$ cat config.mk
export PLATFORM = sky130hd
export DESIGN_NAME = sorted_table_binary_search
export DESIGN_NICKNAME = d
export VERILOG_FILES = /design/src/rtl/stbs_pkg.sv /design/src/rtl/stbs_ram.sv /design/src/rtl/stbs_datapath.sv /design/src/rtl/stbs_ctrl.sv /design/src/rtl/sorted_table_binary_search.sv
export SDC_FILE = /design/constraint.sdc
export NUM_CORES = 1
export LEC_CHECK = 0
export ABC_AREA = 1
export BUFFER_PORTS_ARGS = -buffer_cell sky130_fd_sc_hd__clkbuf_2
export CAP_MARGIN = 20
export CORE_ASPECT_RATIO = 0.75
export CORE_UTILIZATION = 40
export DETAILED_ROUTE_END_ITERATION = 8
export GPL_TIMING_DRIVEN = 0
export PLACE_DENSITY_LB_ADDON = 0.3
export SKIP_CTS_REPAIR_TIMING = 1
export SYNTH_ARGS = -nofsm -noshare
export SYNTH_HDL_FRONTEND = slang
export SYNTH_SLANG_ARGS = --single-unit
$ cat constraint.sdc
create_clock -name clk -period 6.3 [get_ports clk]
set_input_delay 0.315 -clock clk [delete_from_list [all_inputs] [get_ports clk]]
set_output_delay 0.315 -clock clk [all_outputs]
set_load 0.01 [all_outputs]
$ cat src/rtl/stbs_pkg.sv
// shared types and constants for the sorted table search block
package stbs_pkg;

    localparam int DATA_W  = 32;
    localparam int INDEX_W = 5;
    localparam int COUNT_W = 6;
    localparam int POS_W   = 5;

    localparam logic OP_LOAD   = 1'b0;
    localparam logic OP_SEARCH = 1'b1;

    // commands from controller to datapath
    typedef struct packed {
        logic write_entry;
        logic start;
        logic step;
        logic take_result;
    } stbs_cmd_t;

    // status from datapath to controller
    typedef struct packed {
        logic count_zero;
        logic hit;
        logic more;
    } stbs_status_t;

endpackage

$ cat src/rtl/stbs_ram.sv
// generic simple dual port ram with registered read
module stbs_ram #(
    parameter int WIDTH = 32,
    parameter int DEPTH = 32,
    parameter int AW    = (DEPTH > 1) ? $clog2(DEPTH) : 1
) (
    input  logic             clk,
    input  logic             wr_en,
    input  logic [AW-1:0]    wr_addr,
    input  logic [WIDTH-1:0] wr_data,
    input  logic             rd_en,
    input  logic [AW-1:0]    rd_addr,
    output logic [WIDTH-1:0] rd_data
);

    logic [WIDTH-1:0] mem_reg [DEPTH];
    logic [WIDTH-1:0] rd_data_reg;

    always_ff @(posedge clk)
    begin
        if (wr_en)
        begin
            mem_reg[wr_addr] <= wr_data;
        end
        if (rd_en)
        begin
            rd_data_reg <= mem_reg[rd_addr];
        end
    end

    assign rd_data = rd_data_reg;

endmodule

$ cat src/rtl/stbs_datapath.sv
// search datapath: bounds, table ram, key compare and result registers
module stbs_datapath #(
    parameter int TABLE_DEPTH = 32
) (
    input  logic                             clk,
    input  logic                             rst_n,
    input  stbs_pkg::stbs_cmd_t              cmd,
    output stbs_pkg::stbs_status_t           status,
    input  logic [stbs_pkg::INDEX_W-1:0]     entry_index,
    input  logic signed [stbs_pkg::DATA_W-1:0] data_value,
    input  logic                             cfg_wr_en,
    input  logic [stbs_pkg::COUNT_W-1:0]     cfg_wr_data,
    output logic                             found,
    output logic [stbs_pkg::POS_W-1:0]       position
);

    localparam int IDX_W = (TABLE_DEPTH > 1) ? $clog2(TABLE_DEPTH) : 1;
    localparam int CNT_W = $clog2(TABLE_DEPTH + 1);

    logic [stbs_pkg::COUNT_W-1:0]       entries_in_use_reg, entries_in_use_next;
    logic signed [stbs_pkg::DATA_W-1:0] key_reg, key_next;
    logic [CNT_W-1:0]                   lo_reg, lo_next;
    logic [CNT_W-1:0]                   hi_reg, hi_next;
    logic [IDX_W-1:0]                   mid_reg, mid_next;
    logic                               srch_found_reg, srch_found_next;
    logic [stbs_pkg::POS_W-1:0]         srch_pos_reg, srch_pos_next;
    logic                               found_reg, found_next;
    logic [stbs_pkg::POS_W-1:0]         position_reg, position_next;

    logic [CNT_W-1:0]                   count;
    logic [CNT_W:0]                     sum;
    logic [CNT_W-1:0]                   mid_wide;
    logic [IDX_W-1:0]                   rd_addr;
    logic [IDX_W-1:0]                   wr_addr;
    logic                               wr_en;
    logic [stbs_pkg::DATA_W-1:0]        rd_data;
    logic                               probe_eq;
    logic                               probe_gt;

    // entry count saturates at the table depth
    assign count = (32'(entries_in_use_reg) > TABLE_DEPTH) ? CNT_W'(TABLE_DEPTH)
                                                           : CNT_W'(entries_in_use_reg);

    assign wr_en   = cmd.write_entry && (32'(entry_index) < TABLE_DEPTH);
    assign wr_addr = IDX_W'(32'(entry_index));

    assign probe_eq = (rd_data == key_reg);
    assign probe_gt = ($signed(rd_data) > key_reg);

    always_comb
    begin
        entries_in_use_next = cfg_wr_en ? cfg_wr_data : entries_in_use_reg;
        key_next        = key_reg;
        lo_next         = lo_reg;
        hi_next         = hi_reg;
        srch_found_next = srch_found_reg;
        srch_pos_next   = srch_pos_reg;
        found_next      = found_reg;
        position_next   = position_reg;

        if (cmd.start)
        begin
            key_next        = data_value;
            lo_next         = '0;
            hi_next         = count;
            srch_found_next = 1'b0;
            srch_pos_next   = '0;
        end
        else if (cmd.step)
        begin
            if (probe_gt)
            begin
                hi_next = CNT_W'(mid_reg);
            end
            else
            begin
                lo_next = CNT_W'(mid_reg) + CNT_W'(1);
            end
            if (probe_eq)
            begin
                srch_found_next = 1'b1;
                srch_pos_next   = stbs_pkg::POS_W'(32'(mid_reg));
            end
        end

        if (cmd.take_result)
        begin
            found_next    = srch_found_reg;
            position_next = srch_pos_reg;
        end

        // next probe sits at floor((lo + hi_incl) / 2), hi kept exclusive
        sum      = {1'b0, lo_next} + {1'b0, hi_next} - (CNT_W + 1)'(1);
        mid_wide = sum[CNT_W:1];
        rd_addr  = mid_wide[IDX_W-1:0];
        mid_next = (cmd.start || cmd.step) ? rd_addr : mid_reg;
    end

    assign status.count_zero = (count == '0);
    assign status.hit        = probe_eq;
    assign status.more       = (lo_next < hi_next);

    stbs_ram #(
        .WIDTH (stbs_pkg::DATA_W),
        .DEPTH (TABLE_DEPTH),
        .AW    (IDX_W)
    ) u_table (
        .clk     (clk),
        .wr_en   (wr_en),
        .wr_addr (wr_addr),
        .wr_data (data_value),
        .rd_en   (cmd.start || cmd.step),
        .rd_addr (rd_addr),
        .rd_data (rd_data)
    );

    always_ff @(posedge clk or negedge rst_n)
    begin
        if (!rst_n)
        begin
            entries_in_use_reg <= '0;
        end
        else
        begin
            entries_in_use_reg <= entries_in_use_next;
        end
    end

    always_ff @(posedge clk)
    begin
        key_reg        <= key_next;
        lo_reg         <= lo_next;
        hi_reg         <= hi_next;
        mid_reg        <= mid_next;
        srch_found_reg <= srch_found_next;
        srch_pos_reg   <= srch_pos_next;
        found_reg      <= found_next;
        position_reg   <= position_next;
    end

    assign found    = found_reg;
    assign position = position_reg;

`ifndef SYNTHESIS
    a_bounds_open: assert property (@(posedge clk) disable iff (!rst_n)
        cmd.step |-> lo_reg < hi_reg)
        else $error("probe issued with empty search range");

    a_mid_in_range: assert property (@(posedge clk) disable iff (!rst_n)
        cmd.step |-> (CNT_W'(mid_reg) >= lo_reg) && (CNT_W'(mid_reg) < hi_reg))
        else $error("probe index outside search range");
`endif

endmodule

$ cat src/rtl/stbs_ctrl.sv
// controller state machine: input transaction decode, probe loop, result handoff
module stbs_ctrl (
    input  logic                   clk,
    input  logic                   rst_n,
    input  logic                   in_valid,
    output logic                   in_stall,
    input  logic                   op,
    output logic                   out_valid,
    input  logic                   out_stall,
    output stbs_pkg::stbs_cmd_t    cmd,
    input  stbs_pkg::stbs_status_t status
);

    typedef enum logic [1:0] {
        ST_IDLE,
        ST_SEARCH,
        ST_FINISH
    } state_t;

    state_t state_reg, state_next;
    logic   out_valid_reg, out_valid_next;
    logic   out_free;

    assign in_stall = (state_reg != ST_IDLE);
    assign out_free = !out_valid_reg || !out_stall;

    always_comb
    begin
        state_next     = state_reg;
        out_valid_next = out_valid_reg && out_stall;
        cmd            = '0;

        case (state_reg)
            ST_IDLE:
            begin
                if (in_valid)
                begin
                    if (op == stbs_pkg::OP_SEARCH)
                    begin
                        cmd.start  = 1'b1;
                        state_next = status.count_zero ? ST_FINISH : ST_SEARCH;
                    end
                    else
                    begin
                        cmd.write_entry = 1'b1;
                    end
                end
            end
            ST_SEARCH:
            begin
                cmd.step = 1'b1;
                if (status.hit || !status.more)
                begin
                    state_next = ST_FINISH;
                end
            end
            ST_FINISH:
            begin
                if (out_free)
                begin
                    cmd.take_result = 1'b1;
                    out_valid_next  = 1'b1;
                    state_next      = ST_IDLE;
                end
            end
            default:
            begin
                state_next = ST_IDLE;
            end
        endcase
    end

    always_ff @(posedge clk or negedge rst_n)
    begin
        if (!rst_n)
        begin
            state_reg     <= ST_IDLE;
            out_valid_reg <= 1'b0;
        end
        else
        begin
            state_reg     <= state_next;
            out_valid_reg <= out_valid_next;
        end
    end

    assign out_valid = out_valid_reg;

`ifndef SYNTHESIS
    a_result_from_finish: assert property (@(posedge clk) disable iff (!rst_n)
        $rose(out_valid_reg) |-> $past(state_reg == ST_FINISH))
        else $error("result raised outside finish state");

    a_empty_skips_probe: assert property (@(posedge clk) disable iff (!rst_n)
        cmd.start && status.count_zero |=> state_reg == ST_FINISH)
        else $error("empty table search entered probe loop");
`endif

endmodule

$ cat src/rtl/sorted_table_binary_search.sv
// top level of the sorted table binary search block
// a load keeps the controller idle; the next transaction is taken on the following cycle
// a search probes then finishes, probes = floor(log2(count)) + 1 at most, 6 for 32 entries
// one probe per cycle, set by the registered read port of the table ram
// an empty search skips the probe loop; the result register frees the input side once loaded
// reset clears entries_in_use and control state; table contents stay undefined until loaded
module sorted_table_binary_search #(
    parameter int TABLE_DEPTH = 32
) (
    input  logic                               clk,
    input  logic                               rst_n,
    input  logic                               in_valid,
    output logic                               in_stall,
    input  logic                               op,
    input  logic [stbs_pkg::INDEX_W-1:0]       entry_index,
    input  logic signed [stbs_pkg::DATA_W-1:0] data_value,
    output logic                               out_valid,
    input  logic                               out_stall,
    output logic                               found,
    output logic [stbs_pkg::POS_W-1:0]         position,
    input  logic                               cfg_wr_en,
    input  logic [stbs_pkg::COUNT_W-1:0]       cfg_wr_data
);

    stbs_pkg::stbs_cmd_t    cmd;
    stbs_pkg::stbs_status_t status;

    stbs_ctrl u_ctrl (
        .clk       (clk),
        .rst_n     (rst_n),
        .in_valid  (in_valid),
        .in_stall  (in_stall),
        .op        (op),
        .out_valid (out_valid),
        .out_stall (out_stall),
        .cmd       (cmd),
        .status    (status)
    );

    stbs_datapath #(
        .TABLE_DEPTH (TABLE_DEPTH)
    ) u_datapath (
        .clk         (clk),
        .rst_n       (rst_n),
        .cmd         (cmd),
        .status      (status),
        .entry_index (entry_index),
        .data_value  (data_value),
        .cfg_wr_en   (cfg_wr_en),
        .cfg_wr_data (cfg_wr_data),
        .found       (found),
        .position    (position)
    );

endmodule

==> impl_metrics.ini, run 1 <==
[grt]
grt_first_pass_wirelength_mm = 190.0
grt_usage = 0.2370
grt_antenna_before_repair = 2
grt-ovfl-total = 0
grt_max_degree = 34
grt_pass1_vias = 25810

[synth]
ys.flop_type = edfxtp_1
yosysWarnings = 0
async_flop_share = 0.007993
synth-edff-count = 1099
syn_area_per_cell_um2 = 15.31
netlist_area_um2 = 44630
ys_types = 42
ys_ff_latch = 1126
syn_inst = 2915
ys_seq_area_frac = 0.7526
syn-num-nets = 3011

[die]
die_h_um = 291.3
pin_count = 57
die-area_um2 = 112900
start_util = 0.4058
coreArea_um2 = 110000
die_w_um = 387.7
rows = 105

[setup_path]
timing.rr.end = u_datapath.u_table.rd_data[4]
crit_path_max_fanout = 10
cp_data_required_time_ns = 6.68
cp.arrival_ns = 6.56
r2r_start = u_datapath.u_table.rd_data[7]
path_class = flip-flop to flip-flop
slowest_stage = xor2_1
reg2regPathDepth = 21
path_cells = ha_1 -> nand2_1 -> nor2_1 -> nand4_1 -> nor4_4 -> nand2_1 -> nand3_2 -> nand2_4 -> inv_2 -> or2_1 -> o211ai_1 -> inv_1 -> ha_1 -> ha_1 -> fa_1 -> nand3_1 -> nand2_1 -> xor2_1 -> clkbuf_2 -> clkbuf_1 -> a31oi_1
end_kind = flip-flop
worstSetupStartpointType = flip-flop
reg2reg_slack_ns = 0.13
critPathMaxStageDelay_ns = 0.74

[route]
ant_nets = 0
viasPerCell = 5.997
firstDrtPassIters = 5
dr.first_iter.drc_count = 4292
via_count = 27890
drcViolationCount = 0
routedWlPerCell_um = 29.33
finalWirelength_mm = 136.4

[cells_and_area]
layout_commonest_cell = edfxtp_1
syn_to_final_growth_pct = 15.02
final_nets = 3220
final_cell_mix = 1099 x edfxtp_1, 277 x nor2_1, 276 x o21ai_0
drive_gt1_frac = 0.1267
largest_register_ff_count = 1024

[sta]
setup-tns-final_ns = 0
hold-worst-slack_ns = 0.04025
period_share = 0.9801
slew_headroom = 0.2878
grt_setup_unrepaired = yes
min_period_ns = 6.174
fmax_mhz = 162.0
skew_ns = 0.02638
tightest_slew_ns = 1.068
setup_viol = 0
finalHoldViolCount = 0
drv_slew = 0

[place]
dp_hpwl_mm = 91.78
io_buffer_count = 56
gp_congestion = 0.8513

[cts]
clock_latency_ns = 0.71
cts.sinks = 1126
cts_tree = yes
cts_max_level = 3
root_buffer = clkbuf_16
cts_buffers = 104
cts_buffer_depth = 3
path_clk_slew_ns = 0.06

[outcome]
status = complete, no violations

[hold_path]
holdCritPathClass = primary input to asynchronous set/reset pin

[job]
cap_violations = 0
==> cell type report <==
cell class,instances,area [µm²]
Sequential cell,1126,33590
Timing Repair Buffer,102,1144
Antenna cell,2,5.005
Clock buffer,132,2771
Buffer,192,919.6
Fill cell,9467,58630
Clock inverter,55,575.6
Tap cell,1444,1807
Inverter,95,356.6
Multi-Input combinational cell,1503,10160
==> worst max-delay path by stage <==
stage | from | end | slack [ns] | depth (start not counted)
6_report | u_datapath.u_table.rd_data[7] | u_datapath.u_table.rd_data[4] | 0.13 | 21
5_1_grt | u_datapath.u_table.rd_data[7] | u_datapath.u_table.rd_data[20] | -0.02 | 23
3_3_place_gp | u_ctrl.state_reg[1] | u_datapath.u_table.rd_data[20] | -2.46 | 18
3_5_place_dp | u_datapath.u_table.rd_data[7] | u_datapath.u_table.rd_data[20] | -0.96 | 22
4_1_cts | u_datapath.u_table.rd_data[7] | u_datapath.u_table.rd_data[20] | -1.03 | 22
2_1_floorplan | u_ctrl.state_reg[1] | u_datapath.u_table.rd_data[12] | 0.95 | 18
==> synthesized netlist by cell type, types with 4 or more instances <==
master	count	area share
nand2_2	8	0.0011
buf_2	40	0.0045
buf_1	12	0.0010
o221ai_1	256	0.050
inv_1	91	0.0077
clkbuf_1	130	0.011
mux2i_1	258	0.058
nand2_1	72	0.0061
nand3_1	149	0.017
dfxtp_1	18	0.0081
dfrtp_1	9	0.0050
a21oi_1	25	0.0028
nand4_1	4	0.00056
xor2_1	5	0.00098
o21ai_0	276	0.031
nand3_2	4	0.00090
ha_1	46	0.013
and3_1	32	0.0045
edfxtp_1	1099	0.74
a31oi_1	32	0.0045
nor2_1	310	0.026
buf_4	9	0.0015
==> layer usage <==
metal / share of wire / global-route usage
met5: 0.00057 / 0.005074
met4: 0.032 / 0.07201
met3: 0.13 / 0.07055
met2: 0.40 / 0.3198
met1: 0.43 / 0.3626
==> through the flow <==
stage	cells	utilization	cell area, µm²	setup slack, ns
5_1_grt	4649	0.4667	51320	-0.01684
3_5_place_dp	4451	0.4340	47720	-0.9579
6_report	4651	0.4668	51330	0.1257
3_3_place_gp	4415	0.4248	46710	-2.463
4_1_cts	4638	0.4644	51070	-1.031
2_1_floorplan	2915	-	44630	0.9453
==> critical path: cells and delay by family (launching register included) <==
family | cells | cell delay (ns)
buf+inv | 4 | 1.31
fa+ha+maj | 4 | 1.29
compound gates | 2 | 0.36
flops | 1 | 0.38
simple gates | 10 | 1.75
xor+xnor | 1 | 0.74
==> cells by family (layout without fill, tap and decap cells) <==
logic type,Yosys count,after routing,share of synthesized area
other,0,2,0
multiplexers,258,258,0.05787
buffers and inverters,287,576,0.02610
XOR/XNOR,6,6,0.001178
AO/OA/AOI/OAI,601,601,0.09048
AND/OR/NAND/NOR,590,591,0.05840
flip-flops,1126,1126,0.7526
adder cells (fa/ha/maj),47,47,0.01335
Power of run 1 is not shown: default switching activity piles up to over one toggle a cycle in this logic, so the estimate is an artifact.
==> inputs of run 2 (changes only) <==
Settings changed: PLACE_DENSITY_LB_ADDON 0.3 to 0.2.
==> impl_metrics.ini, run 2 (synthesis gave the netlist of run 1 again) <==
[cts]
root_buffer = clkbuf_16
path_clk_slew_ns = 0.06
clock_latency_ns = 0.71
cts_buffers = 106
cts_max_level = 3
cts_tree = yes
cts_buffer_depth = 3
cts.sinks = 1126

[sta]
finalHoldViolCount = 0
tightest_slew_ns = 1.103
grt_setup_unrepaired = no
fmax_mhz = 164.2
drv_slew = 0
skew_ns = 0.03078
slew_headroom = 0.2644
hold-worst-slack_ns = 0.3190
period_share = 0.9666
setup-tns-final_ns = 0
min_period_ns = 6.089
setup_viol = 0

[cells_and_area]
regArea_um2 = 33590
fin_area_um2 = 51260
post-route-util = 0.4662
layout_commonest_cell = edfxtp_1
n_fill_cell = 9330
multi_input_area_um2 = 10160
final_cell_mix = 1099 x edfxtp_1, 278 x nor2_1, 276 x o21ai_0
syn_to_final_growth_pct = 14.86
largest_register_ff_count = 1024
drive_gt1_frac = 0.1304
final_nets = 3225

[grt]
grt_max_degree = 34
grt_pass1_vias = 26970
grt_usage = 0.2468
grt_antenna_before_repair = 4
grt_first_pass_wirelength_mm = 198.1
grt-ovfl-total = 0

[setup_path]
path_class = flip-flop to flip-flop
critPathMaxStageDelay_ns = 0.56
path_cells = ha_1 -> nand2_1 -> nor2_1 -> nand4_1 -> nor4_4 -> nand2_1 -> nand3_2 -> nand2_4 -> inv_2 -> or2_1 -> o211ai_1 -> inv_1 -> ha_1 -> ha_1 -> fa_1 -> buf_2 -> clkbuf_4 -> clkbuf_2 -> clkbuf_2 -> o221ai_1 -> nand3_1 -> a31oi_1
crit_start = u_datapath.u_table.rd_data[7]
slowest_stage = fa_1
cp_common_cell = ha_1
cp_data_required_time_ns = 6.73
critPathTopFamily = simple AND/OR/NAND/NOR gates
crit_path_max_fanout = 10
reg2reg_slack_ns = 0.21
cp.arrival_ns = 6.52
crit_buf_inv = 6
end_kind = flip-flop
worstSetupStartpointType = flip-flop
r2r_start = u_datapath.u_table.rd_data[7]

[job]
cap_violations = 0

[place]
io_buffer_count = 56
gp_congestion = 0.8805
dp_hpwl_mm = 95.44
place_area_um2 = 47790

[hold_path]
min-delay-start = in_valid
holdCritPathClass = primary input to flip-flop

[route]
finalWirelength_mm = 141.9
drcViolationCount = 0
dr.first_iter.drc_count = 4098
viasPerCell = 6.043
ant_nets = 0
via_count = 28150
firstDrtPassIters = 6
routedWlPerCell_um = 30.45

[die]
die_h_um = 291.3
pin_count = 57
die_w_um = 387.7
coreArea_um2 = 110000
start_util = 0.4058
die-area_um2 = 112900
rows = 105

[outcome]
status = complete, no violations
-- run 2: cell count changes in the layout (fill, tap and decap cells not counted), moves of 2 or more --
cell	change
buf_4	+2
clkbuf_2	+5
clkbuf_4	+2
buf_2	-3
clkdlybuf4s15_1	-3
clkinvlp_4	+3
buf_16	+7
bufinv_16	-8
clkbuf_16	+2
clkinv_2	+10
buf_12	-6
-- run 2: worst paths after layout --
path,endpoint,cells after the start
worst max-delay path,u_datapath.u_table.rd_data[12],22
worst min-delay path,u_datapath.hi_reg[0],4
worst max register to register,u_datapath.u_table.rd_data[12],22
worst min register to register,u_datapath.position[2],0
max in group asynchronous,u_ctrl.state_reg[1],3
min in group asynchronous,u_datapath.entries_in_use_reg[5],3
-- run 2: final cells by class --
type | instances | share of cell area
Clock buffer | 135 | 0.05512
Tap cell | 1444 | 0.03525
Timing Repair Buffer | 105 | 0.02392
Sequential cell | 1126 | 0.6552
Buffer | 192 | 0.01777
Antenna cell | 2 | 0.00009764
Clock inverter | 57 | 0.007396
Inverter | 95 | 0.006957
Multi-Input combinational cell | 1503 | 0.1983
-- run 2: through the flow --
| step | std cells | setup WS (ns) |
|---|---|---|
| 2_1_floorplan | 2915 | 0.9453 |
| 3_3_place_gp | 4415 | -2.536 |
| 3_5_place_dp | 4452 | -1.093 |
| 4_1_cts | 4644 | -1.092 |
| 5_1_grt | 4658 | 0.01040 |
| 6_report | 4659 | 0.2107 |
-- run 2: metal layers --
layer | up-vias | wire length [µm] | track usage
li1 | 11810 | - | -
met1 | 14480 | 62290 | 0.3758
met2 | 1643 | 59760 | 0.3504
met3 | 215 | 15500 | 0.05660
met4 | 2 | 4282 | 0.07017
met5 | - | 13 | 0
-- run 2: worst reg2reg max path, cell delays in order (launching register included) --
cell and delay [ns]:
edfxtp_1 0.38, ha_1 0.31, nand2_1 0.06, nor2_1 0.30
nand4_1 0.24, nor4_4 0.34, nand2_1 0.24, nand3_2 0.17
nand2_4 0.09, inv_2 0.15, or2_1 0.12, o211ai_1 0.13
inv_1 0.14, ha_1 0.26, ha_1 0.24, fa_1 0.57
buf_2 0.24, clkbuf_4 0.37, clkbuf_2 0.38, clkbuf_2 0.40
o221ai_1 0.34, nand3_1 0.24, a31oi_1 0.13
Power of run 2 is left out for the same reason.
